==> src/rtl/rgbi_pkg.sv <==
// Shared types and constants for the RGBI sync capture packer.
package rgbi_pkg;

    localparam int unsigned SAMPLE_W = 8;
    localparam int unsigned ADDR_W   = 16;
    localparam int unsigned POS_W    = 16;
    localparam int unsigned SYNC_W   = 12;
    localparam int unsigned SHIFT_W  = 10;
    localparam int unsigned FRAMES_W = 4;
    localparam int unsigned NIBBLE_W = 4;
    localparam int unsigned PADDR_W  = 5;
    localparam int unsigned PDATA_W  = 32;

    localparam logic signed [POS_W-1:0] POS_TOP    = 16'sh7FFF;
    localparam logic [SYNC_W-1:0]       SYNC_TOP   = 12'hFFF;
    localparam logic [FRAMES_W-1:0]     FRAMES_TOP = 4'd11;
    localparam logic [FRAMES_W-1:0]     SETTLE_FRAMES = 4'd10;

    localparam logic [SYNC_W-1:0] HALF_HSYNC_RESET = 12'd24;
    localparam logic [SYNC_W-1:0] VSYNC_RESET      = 12'd240;

    typedef enum logic [2:0] {
        REG_SEPARATE_SYNC = 3'd0,
        REG_SHIFT_X       = 3'd1,
        REG_SHIFT_Y       = 3'd2,
        REG_HALF_HSYNC    = 3'd3,
        REG_VSYNC_LEN     = 3'd4
    } reg_index_t;

    typedef struct packed {
        logic                      separate_sync;
        logic signed [SHIFT_W-1:0] shift_x;
        logic signed [SHIFT_W-1:0] shift_y;
        logic [SYNC_W-1:0]         half_hsync_len;
        logic [SYNC_W-1:0]         vsync_len;
    } cfg_t;

    typedef struct packed {
        logic                write_enable;
        logic [ADDR_W-1:0]   write_address;
        logic [SAMPLE_W-1:0] write_data;
        logic                new_buffer;
    } result_t;

endpackage

==> src/rtl/rgbi_apb_regs.sv <==
// APB configuration register bank for the RGBI capture packer.
module rgbi_apb_regs (
    input  logic                          aclk,
    input  logic                          aresetn,
    input  logic                          psel,
    input  logic                          penable,
    input  logic                          pwrite,
    input  logic [rgbi_pkg::PADDR_W-1:0]  paddr,
    input  logic [rgbi_pkg::PDATA_W-1:0]  pwdata,
    output logic [rgbi_pkg::PDATA_W-1:0]  prdata,
    output logic                          pready,
    output rgbi_pkg::cfg_t                cfg
);

    rgbi_pkg::cfg_t cfg_reg;
    rgbi_pkg::cfg_t cfg_next;
    logic [2:0]     reg_idx;
    logic           wr_en;

    assign reg_idx = paddr[rgbi_pkg::PADDR_W-1:2];
    assign wr_en   = psel & penable & pwrite;
    assign pready  = 1'b1;
    assign cfg     = cfg_reg;

    always_comb begin
        cfg_next = cfg_reg;
        if (wr_en) begin
            case (reg_idx)
                rgbi_pkg::REG_SEPARATE_SYNC: cfg_next.separate_sync = pwdata[0];
                rgbi_pkg::REG_SHIFT_X: cfg_next.shift_x = pwdata[rgbi_pkg::SHIFT_W-1:0];
                rgbi_pkg::REG_SHIFT_Y: cfg_next.shift_y = pwdata[rgbi_pkg::SHIFT_W-1:0];
                rgbi_pkg::REG_HALF_HSYNC: begin
                    cfg_next.half_hsync_len = pwdata[rgbi_pkg::SYNC_W-1:0];
                end
                rgbi_pkg::REG_VSYNC_LEN: cfg_next.vsync_len = pwdata[rgbi_pkg::SYNC_W-1:0];
                default: cfg_next = cfg_reg;
            endcase
        end
    end

    always_comb begin
        case (reg_idx)
            rgbi_pkg::REG_SEPARATE_SYNC: prdata = {31'b0, cfg_reg.separate_sync};
            rgbi_pkg::REG_SHIFT_X: prdata = {{22{cfg_reg.shift_x[9]}}, cfg_reg.shift_x};
            rgbi_pkg::REG_SHIFT_Y: prdata = {{22{cfg_reg.shift_y[9]}}, cfg_reg.shift_y};
            rgbi_pkg::REG_HALF_HSYNC: prdata = {20'b0, cfg_reg.half_hsync_len};
            rgbi_pkg::REG_VSYNC_LEN:  prdata = {20'b0, cfg_reg.vsync_len};
            default: prdata = '0;
        endcase
    end

    always_ff @(posedge aclk) begin
        if (!aresetn) begin
            cfg_reg.separate_sync  <= 1'b0;
            cfg_reg.shift_x        <= '0;
            cfg_reg.shift_y        <= '0;
            cfg_reg.half_hsync_len <= rgbi_pkg::HALF_HSYNC_RESET;
            cfg_reg.vsync_len      <= rgbi_pkg::VSYNC_RESET;
        end else begin
            cfg_reg <= cfg_next;
        end
    end

endmodule

==> src/rtl/rgbi_capture_core.sv <==
// Sync detection, position tracking and pixel packing state for one sample per cycle while advance is high.
module rgbi_capture_core #(
    parameter int BUF_WIDTH  = 320,
    parameter int BUF_HEIGHT = 256,
    parameter int HSYNC_BIT  = 6,
    parameter int VSYNC_BIT  = 5
) (
    input  logic                            aclk,
    input  logic                            aresetn,
    input  rgbi_pkg::cfg_t                  cfg,
    input  logic                            advance,
    input  logic [rgbi_pkg::SAMPLE_W-1:0]   sample,
    output rgbi_pkg::result_t               result
);

    localparam logic [7:0] HsMask = 8'b1 << HSYNC_BIT;
    localparam logic [7:0] VsMask = 8'b1 << VSYNC_BIT;
    localparam logic signed [15:0] BufWidthS  = 16'(BUF_WIDTH);
    localparam logic signed [15:0] BufHeightS = 16'(BUF_HEIGHT);
    localparam logic [26:0] BufWidthU = 27'(BUF_WIDTH);

    logic signed [15:0] column_pos_reg, column_pos_next;
    logic signed [15:0] line_pos_reg, line_pos_next;
    logic [3:0]         held_pixel_reg, held_pixel_next;
    logic [11:0]        sync_count_reg, sync_count_next;
    logic [3:0]         frames_seen_reg, frames_seen_next;
    logic               buffer_ready_reg, buffer_ready_next;
    logic [15:0]        write_pointer_reg, write_pointer_next;

    logic [7:0]         mask;
    logic               is_sync;
    logic signed [15:0] col_inc;
    logic               line_start;
    logic signed [15:0] line_inc;
    logic [26:0]        line_prod;
    logic [11:0]        sync_inc;
    logic               frame_start;
    logic               pix_write;

    always_comb begin
        mask       = cfg.separate_sync ? (HsMask | VsMask) : HsMask;
        is_sync    = (sample & mask) != mask;
        col_inc    = (column_pos_reg == rgbi_pkg::POS_TOP) ? rgbi_pkg::POS_TOP - 16'sd1
                                                           : column_pos_reg + 16'sd1;
        line_start = (sync_count_reg == cfg.half_hsync_len)
                     && (sync_count_reg != rgbi_pkg::SYNC_TOP);
        line_inc   = (line_start && line_pos_reg != rgbi_pkg::POS_TOP)
                     ? line_pos_reg + 16'sd1 : line_pos_reg;
        line_prod  = {12'b0, line_inc[14:0]} * BufWidthU;
        sync_inc   = (sync_count_reg != rgbi_pkg::SYNC_TOP) ? sync_count_reg + 12'd1
                                                            : sync_count_reg;
        frame_start = cfg.separate_sync ? ~sample[VSYNC_BIT] : (sync_inc >= cfg.vsync_len);
        pix_write  = col_inc[0] && buffer_ready_reg && !col_inc[15] && !line_pos_reg[15]
                     && (col_inc < BufWidthS) && (line_pos_reg < BufHeightS);

        column_pos_next    = col_inc;
        line_pos_next      = line_pos_reg;
        held_pixel_next    = held_pixel_reg;
        sync_count_next    = sync_count_reg;
        frames_seen_next   = frames_seen_reg;
        buffer_ready_next  = buffer_ready_reg;
        write_pointer_next = write_pointer_reg;
        result             = '0;

        if (is_sync) begin
            line_pos_next   = line_inc;
            sync_count_next = sync_inc;
            column_pos_next = {{6{~cfg.shift_x[9]}}, ~cfg.shift_x};
            if (line_start && !line_inc[15] && buffer_ready_reg) begin
                write_pointer_next = line_prod[16:1];
            end
            if (frame_start) begin
                if (!line_inc[15]) begin
                    if (frames_seen_reg > rgbi_pkg::SETTLE_FRAMES) begin
                        buffer_ready_next = 1'b1;
                        result.new_buffer = 1'b1;
                    end
                    if (frames_seen_reg < rgbi_pkg::FRAMES_TOP) begin
                        frames_seen_next = frames_seen_reg + 4'd1;
                    end
                end
                line_pos_next = {{6{~cfg.shift_y[9]}}, ~cfg.shift_y};
            end
        end else if (col_inc[0]) begin
            if (pix_write) begin
                result.write_enable  = 1'b1;
                result.write_address = write_pointer_reg;
                result.write_data    = {sample[3:0], held_pixel_reg};
                write_pointer_next   = write_pointer_reg + 16'd1;
            end
        end else begin
            sync_count_next = '0;
            held_pixel_next = sample[3:0];
        end
    end

    always_ff @(posedge aclk) begin
        if (!aresetn) begin
            column_pos_reg    <= '0;
            line_pos_reg      <= '0;
            held_pixel_reg    <= '0;
            sync_count_reg    <= '0;
            frames_seen_reg   <= '0;
            buffer_ready_reg  <= 1'b0;
            write_pointer_reg <= '0;
        end else if (advance) begin
            column_pos_reg    <= column_pos_next;
            line_pos_reg      <= line_pos_next;
            held_pixel_reg    <= held_pixel_next;
            sync_count_reg    <= sync_count_next;
            frames_seen_reg   <= frames_seen_next;
            buffer_ready_reg  <= buffer_ready_next;
            write_pointer_reg <= write_pointer_next;
        end
    end

endmodule

==> src/rtl/rgbi_sync_capture_packer_unit.sv <==
// Top level of the RGBI sync capture packer: input register, capture core, result register.
// Each sample transfer yields exactly one result transfer. A sample is taken into an
// input register, processed combinationally by the capture core and stored in a result
// register. A new sample is accepted every cycle while the result side keeps up; the
// result register holding an untaken result is what stalls the input side. The user must
// write configuration through the APB port only while idle; the block does not enforce it.
module rgbi_sync_capture_packer_unit #(
    parameter int BUF_WIDTH  = 320,
    parameter int BUF_HEIGHT = 256,
    parameter int HSYNC_BIT  = 6,
    parameter int VSYNC_BIT  = 5
) (
    input  logic                           aclk,
    input  logic                           aresetn,
    input  logic                           psel,
    input  logic                           penable,
    input  logic                           pwrite,
    input  logic [rgbi_pkg::PADDR_W-1:0]   paddr,
    input  logic [rgbi_pkg::PDATA_W-1:0]   pwdata,
    output logic [rgbi_pkg::PDATA_W-1:0]   prdata,
    output logic                           pready,
    input  logic                           s_valid,
    output logic                           s_ready,
    input  logic [rgbi_pkg::SAMPLE_W-1:0]  s_sample,
    output logic                           m_valid,
    input  logic                           m_ready,
    output logic                           m_write_enable,
    output logic [rgbi_pkg::ADDR_W-1:0]    m_write_address,
    output logic [rgbi_pkg::SAMPLE_W-1:0]  m_write_data,
    output logic                           m_new_buffer
);

    rgbi_pkg::cfg_t    cfg;
    rgbi_pkg::result_t core_result;
    rgbi_pkg::result_t out_reg;
    logic [rgbi_pkg::SAMPLE_W-1:0] sample_reg;
    logic in_valid_reg;
    logic out_valid_reg;
    logic advance;

    rgbi_apb_regs u_regs (
        .aclk    (aclk),
        .aresetn (aresetn),
        .psel    (psel),
        .penable (penable),
        .pwrite  (pwrite),
        .paddr   (paddr),
        .pwdata  (pwdata),
        .prdata  (prdata),
        .pready  (pready),
        .cfg     (cfg)
    );

    rgbi_capture_core #(
        .BUF_WIDTH  (BUF_WIDTH),
        .BUF_HEIGHT (BUF_HEIGHT),
        .HSYNC_BIT  (HSYNC_BIT),
        .VSYNC_BIT  (VSYNC_BIT)
    ) u_core (
        .aclk    (aclk),
        .aresetn (aresetn),
        .cfg     (cfg),
        .advance (advance),
        .sample  (sample_reg),
        .result  (core_result)
    );

    assign advance = in_valid_reg && (!out_valid_reg || m_ready);
    assign s_ready = !in_valid_reg || advance;

    always_ff @(posedge aclk) begin
        if (!aresetn) begin
            in_valid_reg <= 1'b0;
        end else if (s_ready) begin
            in_valid_reg <= s_valid;
        end
    end

    always_ff @(posedge aclk) begin
        if (s_valid && s_ready) begin
            sample_reg <= s_sample;
        end
    end

    always_ff @(posedge aclk) begin
        if (!aresetn) begin
            out_valid_reg <= 1'b0;
        end else if (advance) begin
            out_valid_reg <= 1'b1;
        end else if (m_ready) begin
            out_valid_reg <= 1'b0;
        end
    end

    always_ff @(posedge aclk) begin
        if (advance) begin
            out_reg <= core_result;
        end
    end

    assign m_valid         = out_valid_reg;
    assign m_write_enable  = out_reg.write_enable;
    assign m_write_address = out_reg.write_address;
    assign m_write_data    = out_reg.write_data;
    assign m_new_buffer    = out_reg.new_buffer;

    a_nb_no_write: assert property (@(posedge aclk) disable iff (!aresetn)
        m_valid && m_new_buffer |-> !m_write_enable)
        else $error("new buffer request coincides with a pixel write");

    a_idle_zero: assert property (@(posedge aclk) disable iff (!aresetn)
        m_valid && !m_write_enable |-> m_write_address == '0 && m_write_data == '0)
        else $error("result payload not cleared without a write");

    a_stall_holds: assert property (@(posedge aclk) disable iff (!aresetn)
        in_valid_reg && out_valid_reg && !m_ready |=> in_valid_reg && $stable(sample_reg))
        else $error("pending sample lost during result stall");

    a_advance_fills: assert property (@(posedge aclk) disable iff (!aresetn)
        advance |=> m_valid)
        else $error("processed sample produced no result");

endmodule

==> config.mk <==
export PLATFORM = sky130hd
export DESIGN_NAME = rgbi_sync_capture_packer_unit
export DESIGN_NICKNAME = d
export VERILOG_FILES = /design/src/rtl/rgbi_pkg.sv /design/src/rtl/rgbi_apb_regs.sv /design/src/rtl/rgbi_capture_core.sv /design/src/rtl/rgbi_sync_capture_packer_unit.sv
export SDC_FILE = /design/constraint.sdc
export NUM_CORES = 1
export LEC_CHECK = 0
export CORE_MARGIN = 5
export CORE_UTILIZATION = 60
export DETAILED_ROUTE_END_ITERATION = 7
export DONT_BUFFER_PORTS = 1
export GPL_TIMING_DRIVEN = 1
export PLACE_DENSITY = 0.85
export SYNTH_ARGS = -nofsm -noshare
export SYNTH_HDL_FRONTEND = slang
export SYNTH_HIERARCHICAL = 1
export SYNTH_SLANG_ARGS = --single-unit
==> constraint.sdc <==
create_clock -name aclk -period 5.19 [get_ports aclk]
set_input_delay 0.519 -clock aclk [delete_from_list [all_inputs] [get_ports aclk]]
set_output_delay 0.519 -clock aclk [all_outputs]
set_load 0.05 [all_outputs]
; Word level (Yosys, flattened, before mapping)
; Cells that the tools add are included.
[op_classes]
addsub = 5
multipliers = 1
div_mod_pow = 0
order_cmp = 5
n_eq_ne = 11
n_shift = 0
mux = 18
bitwise_logic = 13
n_reduce_logical = 36
[ops]
columns = operator, n
row1 = $pmux W32 S5, 1
row2 = $mux W16, 8
row3 = $mux W12, 3
row4 = $add A16 B2 Y16 const B, 2
row5 = $lt A16 B10 Y1 const B, 2
row6 = $mux W25, 1
row7 = $not A10 Y10, 2
row8 = $add A16 B1 Y16 const B, 1
row9 = $eq A16 B16 Y1 const B, 1
row10 = $ne A16 B16 Y1 const B, 1
row11 = $mul A15 B3 Y11 const B, 1
row12 = $reduce_and A2 Y1, 7
row13 = $add A12 B1 Y12 const B, 1
row14 = $eq A12 B12 Y1, 1
row15 = $ge A12 B12 Y1, 1
row16 = $ne A12 B12 Y1 const B, 1
row17 = $logic_and A1 B1 Y1, 11
row18 = $reduce_and A5 Y1, 2
row19 = $and A8 B8 Y8, 1
row20 = $ne A8 B8 Y1, 1
row21 = $not A1 Y1, 8
row22 = $eq A3 B2 Y1 const B, 2
row23 = $mux W6, 1
row24 = $reduce_bool A2 Y1, 3
row25 = other kinds (16), 26
[word_totals]
regBits = 150
latch_bits = 0
ram_bits = 0
mem_bits_ro = 0
in_bits = 52
word_cells = 108
mem_count = 0

; Depth between registers and ports, before layout
; Gate-level depths: netlist (run 1).
[depth]
ltp_word = 10
ltp_mapped = 20
mapped_depth_nobuf = 18

; Hierarchy
; The synthesis (run 1) kept the hierarchy.
[modules_own_cells]
columns = module, n_inst, cells_each, area_each_um2, seq_area_each_um2
row1 = rgbi_capture_core, 1, 747, 5646.7, 1381.3
row2 = rgbi_apb_regs, 1, 247, 2282.2, 900.9
row3 = rgbi_sync_capture_packer_unit, 1, 43, 1124.8, 1061.0

; Worst setup path after synthesis (run 1)
; OpenSTA, ideal clock, no wires.
[synth_timing]
path_type = flip-flop to flip-flop
from = reg u_core.line_pos_reg[2]
to = reg u_core.write_pointer_reg[15]
setup_ps = 124
arrival_time_ps = 3827
required_time_ps = 5066
path_slack_ps = 1239
path_stages_with_launch = 19
synth_period_minus_slack_ps = 3951
path_cell_list = dfxtp_1 -> clkbuf_1 -> and3_1 -> nand3_1 -> nor4_1 -> or3_1 -> clkbuf_1 -> buf_2 -> nor2_1 -> xnor2_1 -> inv_1 -> ha_1 -> ha_1 -> or2_2 -> a21oi_1 -> a21oi_1 -> xnor3_1 -> nand3_1 -> nand3_1
[synth_via]
elab_chain_cells = 8
elab_cells_between_ends = 15
[synth_rtl]
columns = item, line
row1 = "start, declared", rgbi_capture_core.sv:23  ; logic signed [15:0] line_pos_reg, line_pos_next;
row2 = "start signal, assigned", rgbi_capture_core.sv:108  ; line_pos_reg <= line_pos_next;
row3 = branches (longest 8 deep; another with $add A16 B2 Y16), --
row4 = "end signal, assigned", rgbi_capture_core.sv:113  ; write_pointer_reg <= write_pointer_next;
row5 = "end, declared", rgbi_capture_core.sv:28  ; logic [15:0] write_pointer_reg, write_pointer_next;
; Parallel ways; which one is timed is not known. The select of a mux whose other input is x is not followed.
; A chain may end at the register's enable or synchronous reset.

; Worst setup path in the final report (run 1)
[layout_timing]
from = reg u_core.sync_count_reg[0]
to = reg u_core.write_pointer_reg[14]
[layout_via]
elab_chain_cells = 9
elab_cells_between_ends = 13
[layout_rtl]
columns = item, line
row1 = "start, declared", rgbi_capture_core.sv:25  ; logic [11:0] sync_count_reg, sync_count_next;
row2 = "start signal, assigned", rgbi_capture_core.sv:110  ; sync_count_reg <= sync_count_next;
row3 = $eq A12 B12 Y1 / $ne A12 B12 Y1 (equally long branches), "rgbi_capture_core.sv:45, rgbi_capture_core.sv:46"
row4 = $logic_and A1 B1 Y1 (*), rgbi_capture_core.sv:46  ; && (sync_count_reg != rgbi_pkg::SYNC_TOP);
row5 = branches (longest 7 deep; another with $mul A15 B3 Y11), --
; Every way passes the cells marked *. The select of a mux whose other input is x is not followed.

==> flow_metrics.tcl, run 1 <==
set metrics [dict create \
    syn2layout_area_growth_pct 6.25 \
    final-hold-violation-count 0 \
    power.density_nw_per_um2 289 \
    reg2reg_slack_ns 0.72 \
    hpwlAfterDp_mm 15.1 \
    grt_max_degree 107 \
    die_y_um 132 \
    ios 113 \
    drv_cap 0 \
    critPathTopFamily "simple AND/OR/NAND/NOR gates" \
    num-nets-final 1060 \
    drc 0 \
    wl_mm 22.4 \
    diodes 0 \
    clk_pin_slew_worst_paths_ns 0.06 \
    cts_setup_buffers 0 \
    r2r_cells 18 \
    syn_nets 1116 \
    grt_pass1_vias 7179 \
    synth_area_per_cell_um2 8.69 \
    clkLatencyLatePin_ns 0.43 \
    largest_reg_flops 45 \
    drv_slew 0 \
    period_share 0.861 \
    via_count 7781 \
    syn_area_um2 8990 \
    clock-sinks 148 \
    fin_area_um2 9560 \
    dp.cells 1144 \
    initial_core_util 0.614 \
    cts_resized 0 \
    port_buffers 0 \
    required_ns 5.50 \
    max_stage_delay_ns 0.53 \
    worstReg2RegStart "u_core/sync_count_reg[0]" \
    dr.pass1.iters 6 \
    p_leak_nw 3.45 \
    postSynthCellCount 1035 \
    max_freq_ghz 0.224 \
    coreArea_um2 14600 \
    cpMaxStageDelayCell "or3_1" \
    die_x_um 132 \
    overflow 0 \
    swShare 0.238 \
    critPathCaptureType "flip-flop" \
    fin_skew_ns 0.00703 \
    grt_pass1_wl_mm 36.4 \
    rsz0062_at_grt "false" \
    finalSetupViolCount 0 \
    comb_power_share 0.054 \
    drive_gt1_frac 0.0867 \
    yosys_warnings 6 \
    timing_worst_setup_path_type "flip-flop to flip-flop" \
    p_switching_w 0.000657 \
    tightestPinTransition_ns 1.06 \
    p_int_w 0.00210 \
    worstPathCellList "ha_1, and3_1, nand2_1, nor3_2, or3_1, nor3_1, nor2_1, xor2_1, ha_1, inv_1, fa_1, nor2b_1, o21ai_0, a21boi_0, mux2i_1, a21oi_1, a31oi_1, o21ai_0" \
    ir_worst_vdd_uv 228 \
    startpoint_type "flip-flop" \
    viasPerCell 6.62 \
    fp.dieArea_um2 17500 \
    grt_antenna_before_repair 0 \
    grt_usage 0.253 \
    pwr-share-seq 0.458 \
    design_power_total_w 0.00276 \
    h-tree-depth 4 \
    avgRoutedWirePerCell_um 19.1 \
    slew_headroom 0.286 \
    path_buf_inv 1 \
    clockBufferDepth 2 \
    first_iter_violations 1172 \
    stdcell_count 1176 \
    critPathArrivalTime_ns 4.78 \
    status "complete, no violations" \
    worst_hold_path.endpoint "sample_reg[0]" \
    cts_hold_buf 0 \
    clockPowerShare 0.487 \
    rows 44 \
    numCtsBuffers 17 \
    cts_root_buf "clkbuf_16" \
    fillers 1149 \
    hold_depth 0 \
    postRouteAntennaNets 0 \
    placed_cell_area_um2 8920 \
    cp_max_fo 16 \
    r2r-end "u_core/write_pointer_reg[14]" \
    fin_crit_ns 4.47 \
    hold_path.class "input port to flip-flop" \
    cts_tree "built" \
    gp_congestion 0.942 \
    min_from "s_sample[0]" \
    fin_setup_tns_ns 0 \
]
## layer usage
metal | wire, um | vias up | global-route usage | part of all wire
li1 | - | 3638 | - | -
met4 | 532 | 0 | 0.0987 | 0.024
met2 | 10200 | 398 | 0.391 | 0.46
met3 | 1840 | 43 | 0.0562 | 0.082
met1 | 9840 | 3702 | 0.347 | 0.44
met5 | 0 | - | 0 | 0
## worst max path at each step
stage,start,end,slack (ns),cells after the start
after floorplan,u_core/line_pos_reg[2],u_core/write_pointer_reg[15],1.24,18
after global placement,u_core/sync_count_reg[0],u_core/write_pointer_reg[14],0.84,18
after detailed placement,u_core/sync_count_reg[0],u_core/write_pointer_reg[14],0.84,18
after CTS,u_core/sync_count_reg[0],u_core/write_pointer_reg[14],0.78,18
after global routing,u_core/sync_count_reg[0],u_core/write_pointer_reg[14],0.34,18
final,u_core/sync_count_reg[0],u_core/write_pointer_reg[14],0.72,18
## power groups by stage
stage	Combinational [W]	Sequential (W)	Clock, W
global route	0.000163	0.00127	0.00142
global placement	0.000143	0.00129	0
detailed placement	0.000145	0.00129	0
CTS	0.000147	0.00126	0.00135
finish	0.000150	0.00127	0.00134
floorplan	0.000137	0.00128	0
## area by class of cell
| class | count | area (um^2) | share of cell area |
|---|---|---|---|
| inverter | 36 | 135 | 0.0141 |
| sequential | 148 | 3280 | 0.344 |
| timing repair buffer | 10 | 113 | 0.0118 |
| multi-input combinational | 766 | 5150 | 0.539 |
| clock buffer | 19 | 433 | 0.0453 |
| tap | 184 | 230 | 0.0241 |
| clock inverter | 13 | 206 | 0.0216 |
## cell usage in the layout (no fill, tap or decap), types with 9 or more instances in the layout
cell type  count
a21oi_1       42
dfxtp_1      116
nor2_1        71
a31oi_1       14
o22ai_1       10
clkbuf_16     17
inv_1         35
xor2_1        23
xnor2_1       18
mux2i_1       60
and2_1        21
mux2_2        13
nand2_1      120
nand4_1       17
and3_1        21
nand2b_1       9
nand3_1       32
nor3_1        22
or3_1          9
a22oi_1       22
edfxtp_1      32
ha_1          28
nor2b_1       14
o21ai_1        9
o21ai_0       35
nor4_1        24
## per-stage QoR
step | setup slack (ns) | util | hold slack (ns)
floorplan | 1.24 | - | 0.440
global placement | 0.837 | 0.609 | 0.460
detailed placement | 0.838 | 0.609 | 0.471
CTS | 0.783 | 0.653 | 0.170
global route | 0.341 | 0.653 | 0.160
finish | 0.720 | 0.653 | 0.183
No activity file was read; power rests on OpenSTA's default activity.
==> run 2: changes to the inputs <==
--- a/config.mk
+++ b/config.mk
@@ -11,6 +11,7 @@
 export DONT_BUFFER_PORTS = 1
 export GPL_TIMING_DRIVEN = 1
 export PLACE_DENSITY = 0.85
+export REMOVE_ABC_BUFFERS = 1
 export SYNTH_ARGS = -nofsm -noshare
 export SYNTH_HDL_FRONTEND = slang
 export SYNTH_HIERARCHICAL = 1
==> run 2 against run 1 <==
Critical path depth down 1. Routed wire length up 2.1%. Count of clock-buffer cells in the layout down 1. Flip-flop and latch count unchanged. First-iteration DRC count down 13%. Worst setup slack worse by 0.24 ns. Critical endpoint unchanged.
==> flow_metrics.tcl, run 2 (same netlist as run 1, synthesis figures left out) <==
set metrics [dict create \
    comb_power_share 0.055 \
    timing_worst_setup_path_type "flip-flop to flip-flop" \
    grt_max_degree 107 \
    reg2reg_slack_ns 0.48 \
    cts_root_buf "clkbuf_16" \
    final-hold-violation-count 0 \
    gp_congestion 0.964 \
    tightestPinTransition_ns 1.19 \
    period_share 0.908 \
    slew_headroom 0.204 \
    rsz0062_at_grt "false" \
    fp.dieArea_um2 17500 \
    hpwlAfterDp_mm 15.0 \
    clockBufferDepth 2 \
    clk_pin_slew_worst_paths_ns 0.06 \
    clockPowerShare 0.479 \
    p_switching_w 0.000666 \
    num-nets-final 1059 \
    clock-sinks 148 \
    worstPathCellList "xor2_1, nor4_1, nand3_1, nor3_2, nand2_1, xnor2_1, ha_1, ha_1, inv_1, fa_1, nor2b_1, o21ai_0, a21boi_0, mux2i_1, a21oi_1, a31oi_1, o21ai_0" \
    grt_pass1_wl_mm 36.7 \
    drive_gt1_frac 0.0878 \
    finalSetupViolCount 0 \
    cpMaxStageDelayCell "nor3_2" \
    fillers 1143 \
    overflow 0 \
    diodes 0 \
    ios 113 \
    grt_usage 0.254 \
    wl_mm 22.9 \
    syn2layout_area_growth_pct 5.82 \
    drc 0 \
    startpoint_type "flip-flop" \
    first_iter_violations 1020 \
    dp.cells 1143 \
    critPathCaptureType "flip-flop" \
    holdWs_ns 0.185 \
    postRouteAntennaNets 0 \
    viasPerCell 6.67 \
    grt_antenna_before_repair 0 \
    grt_pass1_vias 7214 \
    final_common_cell "nand2_1" \
    design_power_total_w 0.00271 \
    min_from "s_sample[2]" \
    max_freq_ghz 0.212 \
    cts_tree "built" \
    worst_hold_path.endpoint "sample_reg[2]" \
    p_leak_nw 3.42 \
    max_stage_delay_ns 0.64 \
    clkLatencyLatePin_ns 0.43 \
    avgRoutedWirePerCell_um 19.5 \
    drv_slew 0 \
    via_count 7841 \
    port_buffers 0 \
    cts_setup_buffers 0 \
    dr.pass1.iters 6 \
    swShare 0.245 \
    critPathTopFamily "simple AND/OR/NAND/NOR gates" \
    seqCellArea_um2 3280 \
    cp_max_fo 10 \
    r2r-end "u_core/write_pointer_reg[14]" \
    largest_reg_flops 45 \
    initial_core_util 0.614 \
    critPathArrivalTime_ns 5.02 \
    fin_crit_ns 4.71 \
    drv_cap 0 \
    required_ns 5.49 \
    power.density_nw_per_um2 285 \
    coreArea_um2 14600 \
    stdcell_count 1175 \
    fin_util 0.650 \
    ir_worst_vdd_uv 242 \
    numCtsBuffers 17 \
    cts_hold_buf 0 \
    hold_depth 0 \
    h-tree-depth 4 \
    r2r_cells 17 \
    pwr-share-seq 0.466 \
    rows 44 \
    die_y_um 132 \
    p_int_w 0.00205 \
    status "complete, no violations" \
    cts_resized 0 \
    fin_skew_ns 0.0103 \
    hold_path.class "input port to flip-flop" \
    multi_input_area_um2 5160 \
    path_buf_inv 1 \
    die_x_um 132 \
    worstReg2RegStart "u_core/sync_count_reg[8]" \
    final_cell_mix "nand2_1 (120), dfxtp_1 (116), nor2_1 (71), mux2i_1 (60), a21oi_1 (42)" \
]
## run 2: how the worst max path moves through the flow
stage	from	to	slack [ns]	cells past startpoint
detailed placement	u_core/sync_count_reg[8]	u_core/write_pointer_reg[14]	0.80	17
CTS	u_core/sync_count_reg[8]	u_core/write_pointer_reg[14]	0.63	17
global placement	u_core/sync_count_reg[0]	u_core/write_pointer_reg[14]	0.84	19
global route	u_core/sync_count_reg[8]	u_core/write_pointer_reg[14]	0.23	17
finish	u_core/sync_count_reg[8]	u_core/write_pointer_reg[14]	0.48	17
floorplan	paddr[3]	prdata[10]	-11.69	3
## run 2: worst reg2reg max path, cell delays in order, from the launching register on
cell and delay, ns:
dfxtp_1 0.48, xor2_1 0.14, nor4_1 0.38, nand3_1 0.33, nor3_2 0.64, nand2_1 0.30
xnor2_1 0.31, ha_1 0.20, ha_1 0.17, inv_1 0.06, fa_1 0.42, nor2b_1 0.16
o21ai_0 0.13, a21boi_0 0.29, mux2i_1 0.22, a21oi_1 0.11, a31oi_1 0.16, o21ai_0 0.11
## run 2: final cells by class
| cell class | instances | share of cell area |
|---|---|---|
| Inverter | 36 | 0.0142 |
| Timing Repair Buffer | 9 | 0.00973 |
| Tap cell | 184 | 0.0242 |
| Clock inverter | 14 | 0.0196 |
| Clock buffer | 18 | 0.0451 |
| Multi-Input combinational cell | 766 | 0.542 |
| Sequential cell | 148 | 0.345 |
## run 2: power groups by stage
stage               clock [W]  sequential (W)  combinational, W
floorplan                   0         0.00128          0.000112
global route          0.00136         0.00127          0.000162
finish                0.00130         0.00127          0.000150
CTS                   0.00130         0.00126          0.000147
detailed placement          0         0.00129          0.000145
global placement            0         0.00129          0.000141
## run 2: layer usage
layer	wire length [um]	track usage	share of wire	vias to the layer above
li1	-	-	-	3650
met1	9670	0.338	0.42	3719
met2	10700	0.396	0.47	405
met3	1750	0.0547	0.076	67
met4	803	0.115	0.035	0
met5	0	0	0	-
## run 2: through the flow
stage	worst slack (ns)	TNS, ns	area [um^2]
global placement	0.839	0	8900
global route	0.232	0	9520
floorplan	-11.69	-240.08	8550
detailed placement	0.799	0	8900
CTS	0.634	0	9520
finish	0.475	0	9520
==> run 3: changes to the inputs <==
--- a/config.mk
+++ b/config.mk
@@ -14,5 +14,4 @@
 export REMOVE_ABC_BUFFERS = 1
 export SYNTH_ARGS = -nofsm -noshare
 export SYNTH_HDL_FRONTEND = slang
-export SYNTH_HIERARCHICAL = 1
 export SYNTH_SLANG_ARGS = --single-unit
==> run 3 against run 2 <==
Synthesized cell count rose by 3.3%. Die area fell by 2.2%. Count of clock-buffer cells in the layout fell by 1. Sequential share of layout area rose by 0.90 points. Routed wire length fell by 1.4%. Core utilization fell by 0.68 points. Critical path type unchanged. Critical endpoint is now u_core.write_pointer_reg[14]. Largest power group is now sequential cells.
==> flow_metrics.tcl, run 3 <==
set metrics [dict create \
    status "complete, no violations" \
    power.density_nw_per_um2 275 \
    viasPerCell 6.56 \
    timing_worst_setup_path_type "flip-flop to flip-flop" \
    largest_reg_flops 45 \
    rsz0062_at_grt "false" \
    die_y_um 131 \
    tightestPinTransition_ns 1.20 \
    slew_headroom 0.210 \
    pwr-share-seq 0.490 \
    synth_top_area_share 0.264 \
    final_cell_mix "nand2_1 (116), dfxtp_1 (116), nor2_1 (91), a21oi_1 (74), o21ai_0 (51)" \
    seqCellArea_um2 3280 \
    startpoint_type "flip-flop" \
    clkLatencyLatePin_ns 0.43 \
    ys_ff_latch 148 \
    holdWs_ns 0.176 \
    gp_congestion 0.913 \
    worstSetupStartpoint "u_core.line_pos_reg[0]" \
    fin_setup_tns_ns 0 \
    swShare 0.268 \
    via_count 7898 \
    clk_pin_slew_worst_paths_ns 0.07 \
    clock-sinks 148 \
    ys.flop_type "dfxtp_1" \
    fin_util 0.643 \
    port_buffers 0 \
    critPathArrivalTime_ns 4.68 \
    postSynthCellCount 1069 \
    critPathCaptureType "flip-flop" \
    design_power_total_w 0.00255 \
    required_ns 5.52 \
    yosys_warnings 0 \
    drv_slew 0 \
    cp_common_cell "ha_1" \
    rows 44 \
    busiest_layer "met2" \
    syn2layout_area_growth_pct 5.60 \
    drc 0 \
    p_int_w 0.00187 \
    p_switching_w 0.000683 \
    wl_mm 22.6 \
    ir_worst_vdd_uv 233 \
    fillers 1200 \
    fp.dieArea_um2 17200 \
    clockBufferDepth 2 \
    fin_area_um2 9280 \
    use_met2 0.421 \
    synth_cell_types 72 \
    max_freq_ghz 0.229 \
    cts_root_buf "clkbuf_16" \
    initial_core_util 0.609 \
    hpwlAfterDp_mm 15.8 \
    grt_max_degree 72 \
    worstPathCellList "ha_1, nand4b_1, or4_1, and4_1, nand3_1, xor2_1, inv_1, ha_1, ha_1, inv_1, fa_1, nor2b_1, o31a_1, o21a_1, or3_1, a31oi_1, o21ai_0, o31a_1" \
    finalSetupViolCount 0 \
    overflow 0 \
    cts_hold_buf 0 \
    avgRoutedWirePerCell_um 18.8 \
    r2r_cells 18 \
    clockPowerShare 0.459 \
    grt_usage 0.267 \
    coreArea_um2 14400 \
    first_iter_violations 1157 \
    p_leak_nw 3.26 \
    drv_cap 0 \
    cts_tree "built" \
    synth_area_leaders "dfxtp_1 (26%), edfxtp_1 (11%), nand2_1 (5.0%)" \
    fin_skew_ns 0.00728 \
    die_x_um 131 \
    synth_edf_count 32 \
    syn_area_um2 8780 \
    synth_area_per_cell_um2 8.22 \
    endpoint "u_core.write_pointer_reg[14]" \
    fin_crit_ns 4.36 \
    h-tree-depth 4 \
    cts_setup_buffers 0 \
    r2r-end "u_core.write_pointer_reg[14]" \
    hold_path.class "input port to flip-flop" \
    dr.pass1.iters 7 \
    grt_pass1_vias 7161 \
    ios 113 \
    worstReg2RegStart "u_core.line_pos_reg[0]" \
    max_stage_delay_ns 0.45 \
    final-hold-violation-count 0 \
    cpMaxStageDelayCell "or4_1" \
    yosysSeqAreaShare 0.374 \
    num-nets-final 1088 \
    synthArstFlopShare 0 \
    cp_max_fo 5 \
    met1_usage 0.348 \
    reg2reg_slack_ns 0.83 \
    synthTopCellsByCount "dfxtp_1 (116), nand2_1 (116), nor2_1 (91), a21oi_1 (76), clkbuf_1 (62)" \
    numCtsBuffers 17 \
    period_share 0.840 \
    postRouteAntennaNets 0 \
    grt_pass1_wl_mm 36.3 \
    diodes 0 \
    drive_gt1_frac 0.0647 \
    placed_cell_area_um2 8710 \
    comb_power_share 0.051 \
    gr-usage-met3 0.0715 \
    synth_top_area_cell "dfxtp_1" \
    multi_input_area_um2 4970 \
    cts_resized 0 \
    grt_antenna_before_repair 0 \
]
[run 3: worst min path at each step]
stage | startpoint | to | cells after the start
floorplan | u_core.write_pointer_reg[15] | u_core.write_pointer_reg[15] | 2
global placement | u_core.held_pixel_reg[1] | u_core.held_pixel_reg[1] | 2
detailed placement | u_core.held_pixel_reg[2] | u_core.held_pixel_reg[2] | 2
CTS | aresetn | u_regs.cfg[15] | 1
global route | aresetn | u_regs.cfg[15] | 1
finish | s_sample[5] | sample_reg[5] | 0
[run 3: final cells by class]
cell class | instances | share of cell area
Tap cell | 184 | 0.0248
Clock inverter | 15 | 0.0146
Multi-Input combinational cell | 796 | 0.536
Sequential cell | 148 | 0.354
Timing Repair Buffer | 11 | 0.0116
Clock buffer | 17 | 0.0459
Inverter | 33 | 0.0134
[run 3: kinds of logic after synthesis]
logic type | share of synthesized area
buffers and inverters | 0.0632
AOI/OAI and AO/OA | 0.181
other | 0.000427
muxes | 0.0472
xor gates and xnor gates | 0.0443
and+or+nand+nor | 0.248
adders and majority gates | 0.0422
DFF | 0.374
[run 3: power groups by stage]
stage	Sequential, W	Combinational, W	Clock (W)
2_1_floorplan	0.00127	0.0000962	0
3_3_place_gp	0.00128	0.000126	0
3_5_place_dp	0.00128	0.000129	0
4_1_cts	0.00125	0.000130	0.00119
5_1_grt	0.00126	0.000143	0.00125
6_report	0.00125	0.000131	0.00117
[run 3: layer usage]
| layer | routed length (um) | vias up |
|---|---|---|
| met5 | 0 | - |
| met4 | 745 | 0 |
| met3 | 2070 | 60 |
| met2 | 10200 | 433 |
| met1 | 9560 | 3657 |
| li1 | - | 3748 |
[run 3: worst max-delay path: cells and delay by family, from the launching register on]
family,cells,cell delay (ns)
AO/OA/AOI/OAI,5,1.03
XOR/XNOR,1,0.32
adder cells (fa/ha/maj),4,0.88
buffers and inverters,2,0.20
flip-flops,1,0.42
AND/OR/NAND/NOR,6,1.43
[run 3: stage by stage]
stage | instances | worst slack [ns]
final | 1204 | 0.832
after global routing | 1204 | 0.492
after CTS | 1204 | 0.866
after detailed placement | 1172 | 0.885
after global placement | 1172 | 0.978
after floorplan | 977 | -11.69
